**src/sv/baro_temp_pressure_compensate_core_assert.svh**
```systemverilog
// Assertion macros for the compensation core.
`ifndef BARO_TEMP_PRESSURE_COMPENSATE_CORE_ASSERT_SVH
`define BARO_TEMP_PRESSURE_COMPENSATE_CORE_ASSERT_SVH
// Implication checked on every rising clock edge outside reset.
`define BTPC_ASSERT_IMP(label, ante, cons) \
  label: assert property (@(posedge clk) disable iff (!rst_n) (ante) |-> (cons)) \
    else $error("assertion failed");
// Next-cycle implication checked outside reset.
`define BTPC_ASSERT_NEXT(label, ante, cons) \
  label: assert property (@(posedge clk) disable iff (!rst_n) (ante) |=> (cons)) \
    else $error("assertion failed");
`endif

```
**src/sv/btpc_pkg.sv**
```systemverilog
// Package with shared types and constants for the compensation core.
package btpc_pkg;
  localparam int unsigned CfgIdxW = 3;
  localparam int unsigned CfgDataW = 32;
  localparam logic [CfgIdxW-1:0] REG_AC1_AC2 = 3'd0;
  localparam logic [CfgIdxW-1:0] REG_AC3_AC4 = 3'd1;
  localparam logic [CfgIdxW-1:0] REG_AC5_AC6 = 3'd2;
  localparam logic [CfgIdxW-1:0] REG_B1_B2 = 3'd3;
  localparam logic [CfgIdxW-1:0] REG_MC_MD = 3'd4;
  localparam logic [CfgIdxW-1:0] REG_OSS = 3'd5;
  localparam logic OP_TEMP = 1'b0;
  localparam logic OP_PRES = 1'b1;
  localparam int unsigned DivSteps = 32;

  typedef enum logic [4:0] {
    S_IDLE, S_T0, S_T1, S_T2, S_TDIV, S_T3,
    S_P0, S_P1, S_P2, S_P3, S_P4, S_P5, S_P6, S_P7, S_P8, S_P9,
    S_PDIV, S_P10, S_P11, S_P12, S_P13, S_OUT
  } state_t;

  typedef struct packed {
    logic        start;
    logic [31:0] num;
    logic [31:0] den;
  } div_req_t;

  typedef struct packed {
    logic        done;
    logic [31:0] quo;
  } div_rsp_t;

  function automatic logic [31:0] asr(input logic [31:0] x, input logic [4:0] n);
    asr = 32'($signed(x) >>> n);
  endfunction
endpackage

```
**src/sv/btpc_div.sv**
```systemverilog
// Radix-2 restoring unsigned divider, one quotient bit per cycle.
module btpc_div (
  input  logic               clk,
  input  logic               rst_n,
  input  btpc_pkg::div_req_t req,
  output btpc_pkg::div_rsp_t rsp
);
  import btpc_pkg::*;
  logic [31:0] q_r, q_nxt, d_r, d_nxt;
  logic [32:0] rem_r, rem_nxt, trial;
  logic [5:0]  cnt_r, cnt_nxt;
  logic        busy_r, busy_nxt;

  always_comb begin
    q_nxt = q_r; d_nxt = d_r; rem_nxt = rem_r; cnt_nxt = cnt_r; busy_nxt = busy_r;
    trial = {rem_r[31:0], q_r[31]} - {1'b0, d_r};
    if (req.start) begin
      q_nxt = req.num; d_nxt = req.den; rem_nxt = '0; cnt_nxt = '0; busy_nxt = 1'b1;
    end else if (busy_r) begin
      if (!trial[32]) begin
        rem_nxt = trial;
        q_nxt = {q_r[30:0], 1'b1};
      end else begin
        rem_nxt = {rem_r[31:0], q_r[31]};
        q_nxt = {q_r[30:0], 1'b0};
      end
      cnt_nxt = cnt_r + 6'd1;
      if (cnt_r == 6'(DivSteps - 1)) busy_nxt = 1'b0;
    end
  end

  always_ff @(posedge clk) begin
    if (!rst_n) begin
      busy_r <= 1'b0; cnt_r <= '0;
    end else begin
      busy_r <= busy_nxt; cnt_r <= cnt_nxt;
    end
    q_r <= q_nxt; d_r <= d_nxt; rem_r <= rem_nxt;
  end

  logic busy_d_r;
  always_ff @(posedge clk) begin
    if (!rst_n) busy_d_r <= 1'b0;
    else busy_d_r <= busy_r;
  end
  assign rsp.done = busy_d_r && !busy_r;
  assign rsp.quo  = q_r;

  `include "baro_temp_pressure_compensate_core_assert.svh"
  `BTPC_ASSERT_IMP(a_cnt_range, busy_r, cnt_r < 6'(DivSteps))
  `BTPC_ASSERT_NEXT(a_start_busy, req.start, busy_r)
  `BTPC_ASSERT_IMP(a_done_idle, rsp.done, !busy_r)
endmodule

```
**src/sv/baro_temp_pressure_compensate_core.sv**
```systemverilog
// Top level: sequencer around one shared multiplier and a serial divider.
// Usage: write calibration words and oversampling through cfg_* while idle
// (cfg_index 0..4 coefficients, 5 oversampling). Then send requests on the
// in channel: opcode 0 with raw temperature in raw_value[15:0], or opcode 1
// with the 24-bit raw pressure. Each request yields one result on out.
// Temperature stores B5 for later pressure requests.
// Each request runs through the temperature or pressure states in order,
// with at most one multiply step per cycle on the shared 32x32 multiplier
// and a wait on the serial divider; a zero divisor skips the divide. One
// request is in flight at a time; in_ready is low from acceptance until its
// result is taken. A stalled receiver holds the result in the output
// register and blocks new requests.
// Reset clears the coefficients to 0, oversampling to 1 and B5 to 0.
// A zero divisor sets divide_fault and gives a zero value.
module baro_temp_pressure_compensate_core (
  input  logic                              clk,
  input  logic                              rst_n,
  input  logic                              cfg_we,
  input  logic [btpc_pkg::CfgIdxW-1:0]      cfg_index,
  input  logic [btpc_pkg::CfgDataW-1:0]     cfg_data,
  input  logic                              in_valid,
  output logic                              in_ready,
  input  logic                              in_opcode,
  input  logic [23:0]                       in_raw_value,
  output logic                              out_valid,
  input  logic                              out_ready,
  output logic                              out_result_kind,
  output logic signed [15:0]                out_temperature,
  output logic [17:0]                       out_pressure,
  output logic                              out_divide_fault
);
  import btpc_pkg::*;

  logic [31:0] c0_r, c1_r, c2_r, c3_r, c4_r;
  logic [1:0]  oss_r;
  always_ff @(posedge clk) begin
    if (!rst_n) begin
      c0_r <= '0; c1_r <= '0; c2_r <= '0; c3_r <= '0; c4_r <= '0; oss_r <= 2'd1;
    end else if (cfg_we) begin
      unique case (cfg_index)
        REG_AC1_AC2: c0_r <= cfg_data;
        REG_AC3_AC4: c1_r <= cfg_data;
        REG_AC5_AC6: c2_r <= cfg_data;
        REG_B1_B2:   c3_r <= cfg_data;
        REG_MC_MD:   c4_r <= cfg_data;
        REG_OSS:     oss_r <= cfg_data[1:0];
        default: ;
      endcase
    end
  end

  function automatic logic [31:0] sx(input logic [15:0] v);
    sx = {{16{v[15]}}, v};
  endfunction
  wire [31:0] ac1 = sx(c0_r[31:16]), ac2 = sx(c0_r[15:0]);
  wire [31:0] ac3 = sx(c1_r[31:16]), ac4 = {16'd0, c1_r[15:0]};
  wire [31:0] ac5 = {16'd0, c2_r[31:16]}, ac6 = {16'd0, c2_r[15:0]};
  wire [31:0] b1 = sx(c3_r[31:16]), b2 = sx(c3_r[15:0]);
  wire [31:0] mc = sx(c4_r[31:16]), md = sx(c4_r[15:0]);

  state_t state_r, state_nxt;
  logic [31:0] b5_r, b5_nxt;
  logic [23:0] raw_r;
  logic [31:0] a_r, b_r, c_r, d_r, e_r, p_r; // working registers
  logic [31:0] a_nxt, b_nxt, c_nxt, d_nxt, e_nxt, p_nxt;
  logic        neg_r, neg_nxt, fault_r, fault_nxt;
  logic [31:0] ma, mb, prod;
  div_req_t    dreq;
  div_rsp_t    drsp;

  assign prod = 32'(ma * mb);

  btpc_div u_div (.clk(clk), .rst_n(rst_n), .req(dreq), .rsp(drsp));

  wire in_acc  = in_valid && in_ready;
  wire out_acc = out_valid && out_ready;
  assign in_ready  = (state_r == S_IDLE);
  assign out_valid = (state_r == S_OUT);

  always_comb begin
    state_nxt = state_r;
    unique case (state_r)
      S_IDLE:  if (in_acc) state_nxt = (in_opcode == OP_TEMP) ? S_T0 : S_P0;
      S_T0:    state_nxt = S_T1;
      S_T1:    state_nxt = S_T2;
      S_T2:    state_nxt = fault_nxt ? S_T3 : S_TDIV;
      S_TDIV:  if (drsp.done) state_nxt = S_T3;
      S_T3:    state_nxt = S_OUT;
      S_P0:    state_nxt = S_P1;
      S_P1:    state_nxt = S_P2;
      S_P2:    state_nxt = S_P3;
      S_P3:    state_nxt = S_P4;
      S_P4:    state_nxt = S_P5;
      S_P5:    state_nxt = S_P6;
      S_P6:    state_nxt = S_P7;
      S_P7:    state_nxt = S_P8;
      S_P8:    state_nxt = S_P9;
      S_P9:    state_nxt = fault_nxt ? S_OUT : S_PDIV;
      S_PDIV:  if (drsp.done) state_nxt = S_P10;
      S_P10:   state_nxt = S_P11;
      S_P11:   state_nxt = S_P12;
      S_P12:   state_nxt = S_P13;
      S_P13:   state_nxt = S_OUT;
      S_OUT:   if (out_acc) state_nxt = S_IDLE;
      default: state_nxt = S_IDLE;
    endcase
  end

  // Datapath: at most one multiply per state into the working registers.
  always_comb begin
    logic [31:0] up, t, b3, x3, p8;
    a_nxt = a_r; b_nxt = b_r; c_nxt = c_r; d_nxt = d_r; e_nxt = e_r; p_nxt = p_r;
    b5_nxt = b5_r; neg_nxt = neg_r; fault_nxt = fault_r;
    ma = '0; mb = '0; dreq = '0;
    up = 32'(raw_r) >> (4'd8 - {2'b0, oss_r});
    b3 = '0; x3 = '0; t = '0;
    p8 = asr(p_r, 5'd8);
    unique case (state_r)
      S_IDLE: begin fault_nxt = 1'b0; end
      S_T0: begin
        ma = {16'd0, raw_r[15:0]} - ac6; mb = ac5;
        a_nxt = asr(prod, 5'd15);               // X1
      end
      S_T1: begin
        b_nxt = a_r + md;                        // denominator
        c_nxt = mc << 11;                        // numerator
      end
      S_T2: begin
        fault_nxt = (b_r == '0);
        neg_nxt = c_r[31] ^ b_r[31];
        dreq.start = (b_r != '0);
        dreq.num = c_r[31] ? -c_r : c_r;
        dreq.den = b_r[31] ? -b_r : b_r;
        d_nxt = '0;
      end
      S_TDIV: if (drsp.done) d_nxt = neg_r ? -drsp.quo : drsp.quo;
      S_T3: begin
        b5_nxt = a_r + d_r;
        t = asr(a_r + d_r + 32'd8, 5'd4);
        if (fault_r) e_nxt = '0;
        else if ($signed(t) > 32'sd32767) e_nxt = 32'd32767;
        else if ($signed(t) < -32'sd32768) e_nxt = 32'hFFFF8000;
        else e_nxt = t;
        p_nxt = '0;
      end
      S_P0: begin
        a_nxt = b5_r - 32'd4000;                 // B6
      end
      S_P1: begin ma = a_r; mb = a_r; b_nxt = asr(prod, 5'd12); end   // sq
      S_P2: begin ma = b2; mb = b_r; c_nxt = asr(prod, 5'd11); end
      S_P3: begin ma = ac2; mb = a_r; d_nxt = asr(prod, 5'd11); end
      S_P4: begin
        x3 = c_r + d_r;
        b3 = asr(((ac1 << 2) + x3 << oss_r) + 32'd2, 5'd2);
        e_nxt = up - b3;                         // UP - B3
      end
      S_P5: begin ma = ac3; mb = a_r; c_nxt = asr(prod, 5'd13); end
      S_P6: begin ma = b1; mb = b_r; d_nxt = asr(prod, 5'd16); end
      S_P7: begin
        x3 = asr(c_r + d_r + 32'd2, 5'd2);
        ma = ac4; mb = x3 + 32'd32768;
        b_nxt = prod >> 15;                      // B4
      end
      S_P8: begin ma = e_r; mb = 32'd50000 >> oss_r; c_nxt = prod; end // B7
      S_P9: begin
        fault_nxt = (b_r == '0);
        neg_nxt = c_r[31];                       // doubles after divide
        dreq.start = (b_r != '0);
        dreq.num = c_r[31] ? c_r : c_r << 1;
        dreq.den = b_r;
        e_nxt = '0; p_nxt = '0;
      end
      S_PDIV: if (drsp.done) p_nxt = neg_r ? drsp.quo << 1 : drsp.quo;
      S_P10: begin ma = p8; mb = p8; a_nxt = prod; end
      S_P11: begin ma = a_r; mb = 32'd3038; a_nxt = asr(prod, 5'd16); end
      S_P12: begin ma = -32'd7357; mb = p_r; d_nxt = asr(prod, 5'd16); end
      S_P13: begin
        t = p_r + asr(a_r + d_r + 32'd3791, 5'd4);
        if (t[31]) p_nxt = '0;
        else if (t > 32'd262143) p_nxt = 32'd262143;
        else p_nxt = t;
      end
      S_OUT: ;
      default: ;
    endcase
  end

  logic kind_r;
  always_ff @(posedge clk) begin
    if (!rst_n) begin
      state_r <= S_IDLE; b5_r <= '0; fault_r <= 1'b0;
    end else begin
      state_r <= state_nxt; b5_r <= b5_nxt; fault_r <= fault_nxt;
    end
    if (in_acc) begin raw_r <= in_raw_value; kind_r <= in_opcode; end
    a_r <= a_nxt; b_r <= b_nxt; c_r <= c_nxt; d_r <= d_nxt; e_r <= e_nxt;
    p_r <= p_nxt; neg_r <= neg_nxt;
  end

  assign out_result_kind  = kind_r;
  assign out_temperature  = (kind_r == OP_TEMP) ? e_r[15:0] : 16'sd0;
  assign out_pressure     = (kind_r == OP_PRES && !fault_r) ? p_r[17:0] : 18'd0;
  assign out_divide_fault = fault_r;

  `include "baro_temp_pressure_compensate_core_assert.svh"
  `BTPC_ASSERT_IMP(a_not_both, in_ready, !out_valid)
  `BTPC_ASSERT_NEXT(a_hold_out, out_valid && !out_ready, out_valid)
  `BTPC_ASSERT_IMP(a_fault_zero, out_valid && out_divide_fault,
                   out_pressure == 18'd0 && out_temperature == 16'sd0)
endmodule

```
**config.mk**
```make
export PLATFORM = sky130hd
export DESIGN_NAME = baro_temp_pressure_compensate_core
export DESIGN_NICKNAME = d
export VERILOG_FILES = /design/src/sv/btpc_pkg.sv /design/src/sv/btpc_div.sv /design/src/sv/baro_temp_pressure_compensate_core.sv
export VERILOG_INCLUDE_DIRS = /design/src /design/src/sv
export SDC_FILE = /design/constraint.sdc
export NUM_CORES = 2
export LEC_CHECK = 0
export BUFFER_PORTS_ARGS = -buffer_cell sky130_fd_sc_hd__buf_4
export CAP_MARGIN = 20
export CORE_ASPECT_RATIO = 1.5
export CORE_MARGIN = 2
export CORE_UTILIZATION = 61
export DETAILED_ROUTE_END_ITERATION = 8
export GPL_TIMING_DRIVEN = 0
export PLACE_DENSITY = 0.78
export SLEW_MARGIN = 20
export SYNTH_ARGS = -nofsm -noshare
export SYNTH_HDL_FRONTEND = slang
export SYNTH_SLANG_ARGS = --single-unit
```
**constraint.sdc**
```tcl
create_clock -name clk -period 13.6 [get_ports clk]
set_input_delay 1.36 -clock clk [delete_from_list [all_inputs] [get_ports clk]]
set_output_delay 1.36 -clock clk [all_outputs]
set_load 0.05 [all_outputs]
```
==> out/metrics.yaml, run 1 <==
outcome:
  outcome: "stopped before the end"
  failing_step: "global routing"
  tool.error: "[ERROR GRT-0116] Global routing finished with congestion. Check the congestion regions in the DRC Viewer."
clocking:
  cts_hold_buf: 0
  cts-root-buf: "clkbuf_16"
  clkSinkCount: 522
  clockBufferDepth: 3
  cts_buffers: 53
  cts_max_level: 2
synthesis:
  yosysSeqAreaShare_pct: 22.9
  muxShareOfSynthArea_pct: 2.03
  ys_seq_elements: 522
  synthCells: 7035
  synth_edf_count: 282
  netlist_area_mm2: 0.0579
  synth_fa_ha_area_share_pct: 22.2
  async_flop_share_pct: 0
  syn_area_per_cell_um2: 8.23
  synthSimpleGateAreaFrac_pct: 19.0
  synth_top_family_by_area: "adder cells"
  ys_warn_count: 0
  synth_top_flop_cell: "edfxtp_1"
  synth_compound_area_share_pct: 19.8
  synthDistinctLibCells: 116
  synth_xor_area_share_pct: 6.72
place:
  place_inst: 8434
  placed_area_mm2: 0.0610
  place_congestion: 1.18
  portBuffers: 101
  dpl.hpwl_um: 217000
global_routing:
  first_global_vias: 60100
  grt_max_degree: 33
  grt_pass1_wl_um: 418000
  grt.total_usage_pct: 59.1
  grt_overflow: 6
floorplan:
  ios: 103
  num_rows: 138
  fp.dieW_um: 256
  initial_core_util_pct: 61.4
  die_h_um: 381
[kinds of logic after synthesis]
kind of cell               count (synthesis)
adders and majority gates                779
other                                      1
xor gates and xnor gates                 427
DFF                                      522
AOI/OAI and AO/OA                       1677
buffers and inverters                   1102
and+or+nand+nor                         2417
muxes                                    110
[cell usage after synthesis, types with 24 or more instances]
master	number	area, um^2
o21ai_1	30	150
a22oi_1	66	495
nor3b_1	38	285
nor2_1	436	1640
nor4_1	32	200
o21bai_1	24	180
clkbuf_1	301	1130
nand3_1	111	556
o21ai_0	304	1520
nand2b_1	53	332
nor2b_1	65	407
or3_1	62	388
o21a_1	38	285
mux2i_1	86	861
xor2_1	147	1290
a31oi_1	57	357
a21oi_1	351	1760
a21o_1	78	586
inv_1	741	2780
dfxtp_1	240	4800
edfxtp_1	282	8470
a21boi_0	206	1550
a222oi_1	40	400
o211ai_1	36	270
and3_1	68	425
o22ai_1	54	338
nand2_1	1180	4430
nand4_1	26	163
a221o_1	36	360
o221ai_1	63	552
a221oi_1	51	447
ha_1	363	4540
xnor2_1	268	2350
buf_1	35	131
a211oi_1	52	390
nor3_1	135	676
and2_1	106	663
fa_1	416	8330
[stage by stage]
step	worst slack, ns	TNS, ns
detailed placement	-2.01	-127.30
floorplan	1.62	0
CTS	0.0235	0
global placement	-2.00	-158.45
[metal layers]
layer,GRT usage (%),GRT overflow
met5,5.56,0
met2,84.8,4
met4,61.4,2
met3,29.8,0
met1,59.7,0
[repair_timing]
action	4_1_cts
gates resized for setup	57
setup buffers	16
cloned	0
setup endpoints to repair	96
pin swaps	9
==> run 2: changes to the inputs <==
--- a/config.mk
+++ b/config.mk
@@ -8,12 +8,11 @@
 export LEC_CHECK = 0
 export BUFFER_PORTS_ARGS = -buffer_cell sky130_fd_sc_hd__buf_4
 export CAP_MARGIN = 20
-export CORE_ASPECT_RATIO = 1.5
 export CORE_MARGIN = 2
-export CORE_UTILIZATION = 61
+export CORE_UTILIZATION = 40
 export DETAILED_ROUTE_END_ITERATION = 8
 export GPL_TIMING_DRIVEN = 0
-export PLACE_DENSITY = 0.78
+export PLACE_DENSITY_LB_ADDON = 0.15
 export SLEW_MARGIN = 20
 export SYNTH_ARGS = -nofsm -noshare
 export SYNTH_HDL_FRONTEND = slang
==> run 2 against run 1 <==
  * The flow now finishes without violations
  * Synthesized cell count unchanged
  * Synthesized area unchanged
==> out/metrics.yaml, run 2 <==
critical_path:
  timing.rr.end: "c_r[19]"
  critPathKind: "register to register"
  regToRegSetupSlack_ns: 0.26
  max_stage_delay_ns: 0.60
  slowest_stage: "clkbuf_1"
  cp.required_ns: 13.99
  worst_path_dominant_cell_family: "adder cells"
  cp-end-kind: "register"
  r2r-start: "state_r[0]"
  cp-start-kind: "register"
  rr_worst_depth: 41
  arrival_ns: 13.73
  crit_path_frequent_cell: "fa_1"
  crit_fanout: 10
  cp.buffers_inverters: 13
power_and_ir_drop:
  p_leak_nw: 26.7
  power_mw: 11.7
  peakVddDrop_mv: 0.165
  powerDensity_mw_per_mm2: 180
routing:
  vias: 56200
  first_iter_violations: 7141
  drt_first_pass_iters: 8
  wl_um: 269000
  final_antenna_net_count: 0
  routedWlPerCell_um: 29.1
  drc: 0
  via_per_inst: 6.07
synthesis:
  netlist.area_leader.share_pct: 14.6
  ys_warn_count: 0
  synth_area_leader_cell: "edfxtp_1"
  yosysSeqAreaShare_pct: 22.9
  netlist_top_cells_area: "edfxtp_1 15%, fa_1 14%, dfxtp_1 8.3%"
  synthDistinctLibCells: 116
  netlist_area_mm2: 0.0579
  syn_area_per_cell_um2: 8.23
  synthCells: 7035
  ys_top_cells_by_count: "1,180 x nand2_1, 741 x inv_1, 436 x nor2_1, 416 x fa_1, 363 x ha_1"
  ys_seq_elements: 522
  synth_top_flop_cell: "edfxtp_1"
  async_flop_share_pct: 0
  yosysMostFrequentCell: "nand2_1"
  synth_edf_count: 282
place:
  place_congestion: 1.09
  place_inst: 9082
  portBuffers: 101
  dpl.hpwl_um: 220000
  placed_area_mm2: 0.0619
final_layout:
  layout.nets: 8126
  layout_commonest_cell: "nand2_1"
  mostFrequentLayoutCells: "1,178 x nand2_1, 741 x inv_1, 427 x nor2_1, 415 x fa_1, 358 x ha_1"
  drive_above_1_share_pct: 7.42
  syn_to_final_growth_pct: 12.1
  final_cell_area_mm2: 0.0649
  stdcell_count: 9249
sta:
  setup-violations-final: 0
  tns_ns: 0
  period_share_pct: 98.1
  fin_skew_ns: 0.0449
  fmax_ghz: 0.0750
  report.final.slew_viol_count: 0
  relSlewSlack_pct: 11.7
  worstMarginPinSlew_ns: 1.31
  finalCriticalPeriod_ns: 13.34
  hold_violations: 0
  fin_hold_ws_ns: 0.462
floorplan:
  fp.dieW_um: 384
  core_mm2: 0.144
  num_rows: 139
  die_h_um: 384
  dieArea_mm2: 0.148
  initial_core_util_pct: 40.3
  ios: 103
clocking:
  cts_tree: "yes"
  clockBufferDepth: 3
  cts-root-buf: "clkbuf_16"
  cts_max_level: 3
  insertion_delay_ns: 0.70
  cts_buffers: 66
  clkSinkCount: 522
  clk_pin_slew_ns: 0.06
global_routing:
  grt_use_met3_pct: 7.94
  grt_max_degree: 32
  busiest_layer: "met2"
  grt_pass1_wl_um: 381000
  grtUsageMet2_pct: 53.0
  antenna_found_initial: 28
  first_global_vias: 53400
  grt.total_usage_pct: 36.0
  use_met1_pct: 46.7
  grt_overflow: 0
run:
  cap_violations: 0
hold_path:
  min_to: "c2_r[15]"
  hold_class: "register to register"
  min_from: "c2_r[15]"
  hold_path_depth: 2
outcome:
  outcome: "complete, no violations"
[run 2: cell counts after synthesis]
No cell type changed its count.
[run 2: cell families after synthesis]
family,Yosys count,synth area share [%]
adders and majority gates,779,22.2
buffers and inverters,1102,7.22
xor gates and xnor gates,427,6.72
DFF,522,22.9
and+or+nand+nor,2417,19.0
AOI/OAI and AO/OA,1677,19.8
muxes,110,2.03
other,1,0.00648
[run 2: worst register-to-register path: cells and delay by family (launching register included)]
family	cells	cell delay, ns
flip-flops	1	0.30
AO/OA/AOI/OAI	7	1.97
adder cells (fa/ha/maj)	9	4.43
XOR/XNOR	1	0.22
AND/OR/NAND/NOR	11	2.11
buffers and inverters	13	4.02
[run 2: per-layer routing]
metal,wire (um),up-vias
met1,106000,27400
met4,22800,10
met5,62,-
li1,-,24800
met3,28400,776
met2,112000,3180
[run 2: timing repair]
item / CTS / global route
setup buffers: 16 / 21
setup endpoints to repair: 89 / 71
hold buffers: 0 / 0
pin swaps: 9 / 17
resized for setup: 50 / 72
[run 2: final cells by class]
type | count | area (um^2)
timing repair buffer | 179 | 1630
multi-input combinational | 5414 | 41200
antenna | 13 | 32.5
fill | 14500 | 78800
clock inverter | 29 | 282
clock buffer | 90 | 1920
inverter | 743 | 2790
buffer | 356 | 1430
sequential | 522 | 13300
tap | 1903 | 2380
[run 2: worst max path at each step]
stage | cells past startpoint | start | to | slack, ns
2_1_floorplan | 49 | c_r[0] | a_r[21] | 1.62
3_3_place_gp | 43 | state_r[0] | a_r[14] | -2.12
3_5_place_dp | 49 | c_r[0] | d_r[21] | -1.96
4_1_cts | 43 | c_r[15] | c_r[19] | 0.02
5_1_grt | 44 | c_r[1] | c_r[19] | -0.05
6_report | 41 | state_r[0] | c_r[19] | 0.26
[run 2: metrics by stage]
| step | utilization, % | setup slack, ns |
|---|---|---|
| floorplan | - | 1.62 |
| global placement | 42.5 | -2.12 |
| detailed placement | 43.1 | -1.96 |
| CTS | 44.9 | 0.0200 |
| global route | 45.2 | -0.0468 |
| finish | 45.2 | 0.262 |
[run 2: power by group]
| part | switching [mW] | internal [mW] |
|---|---|---|
| clock | 0.782 | 1.07 |
| sequential | 0.504 | 2.04 |
| combinational | 4.88 | 2.42 |
| total | 6.17 | 5.53 |
Power figures use the tool's default switching activity.
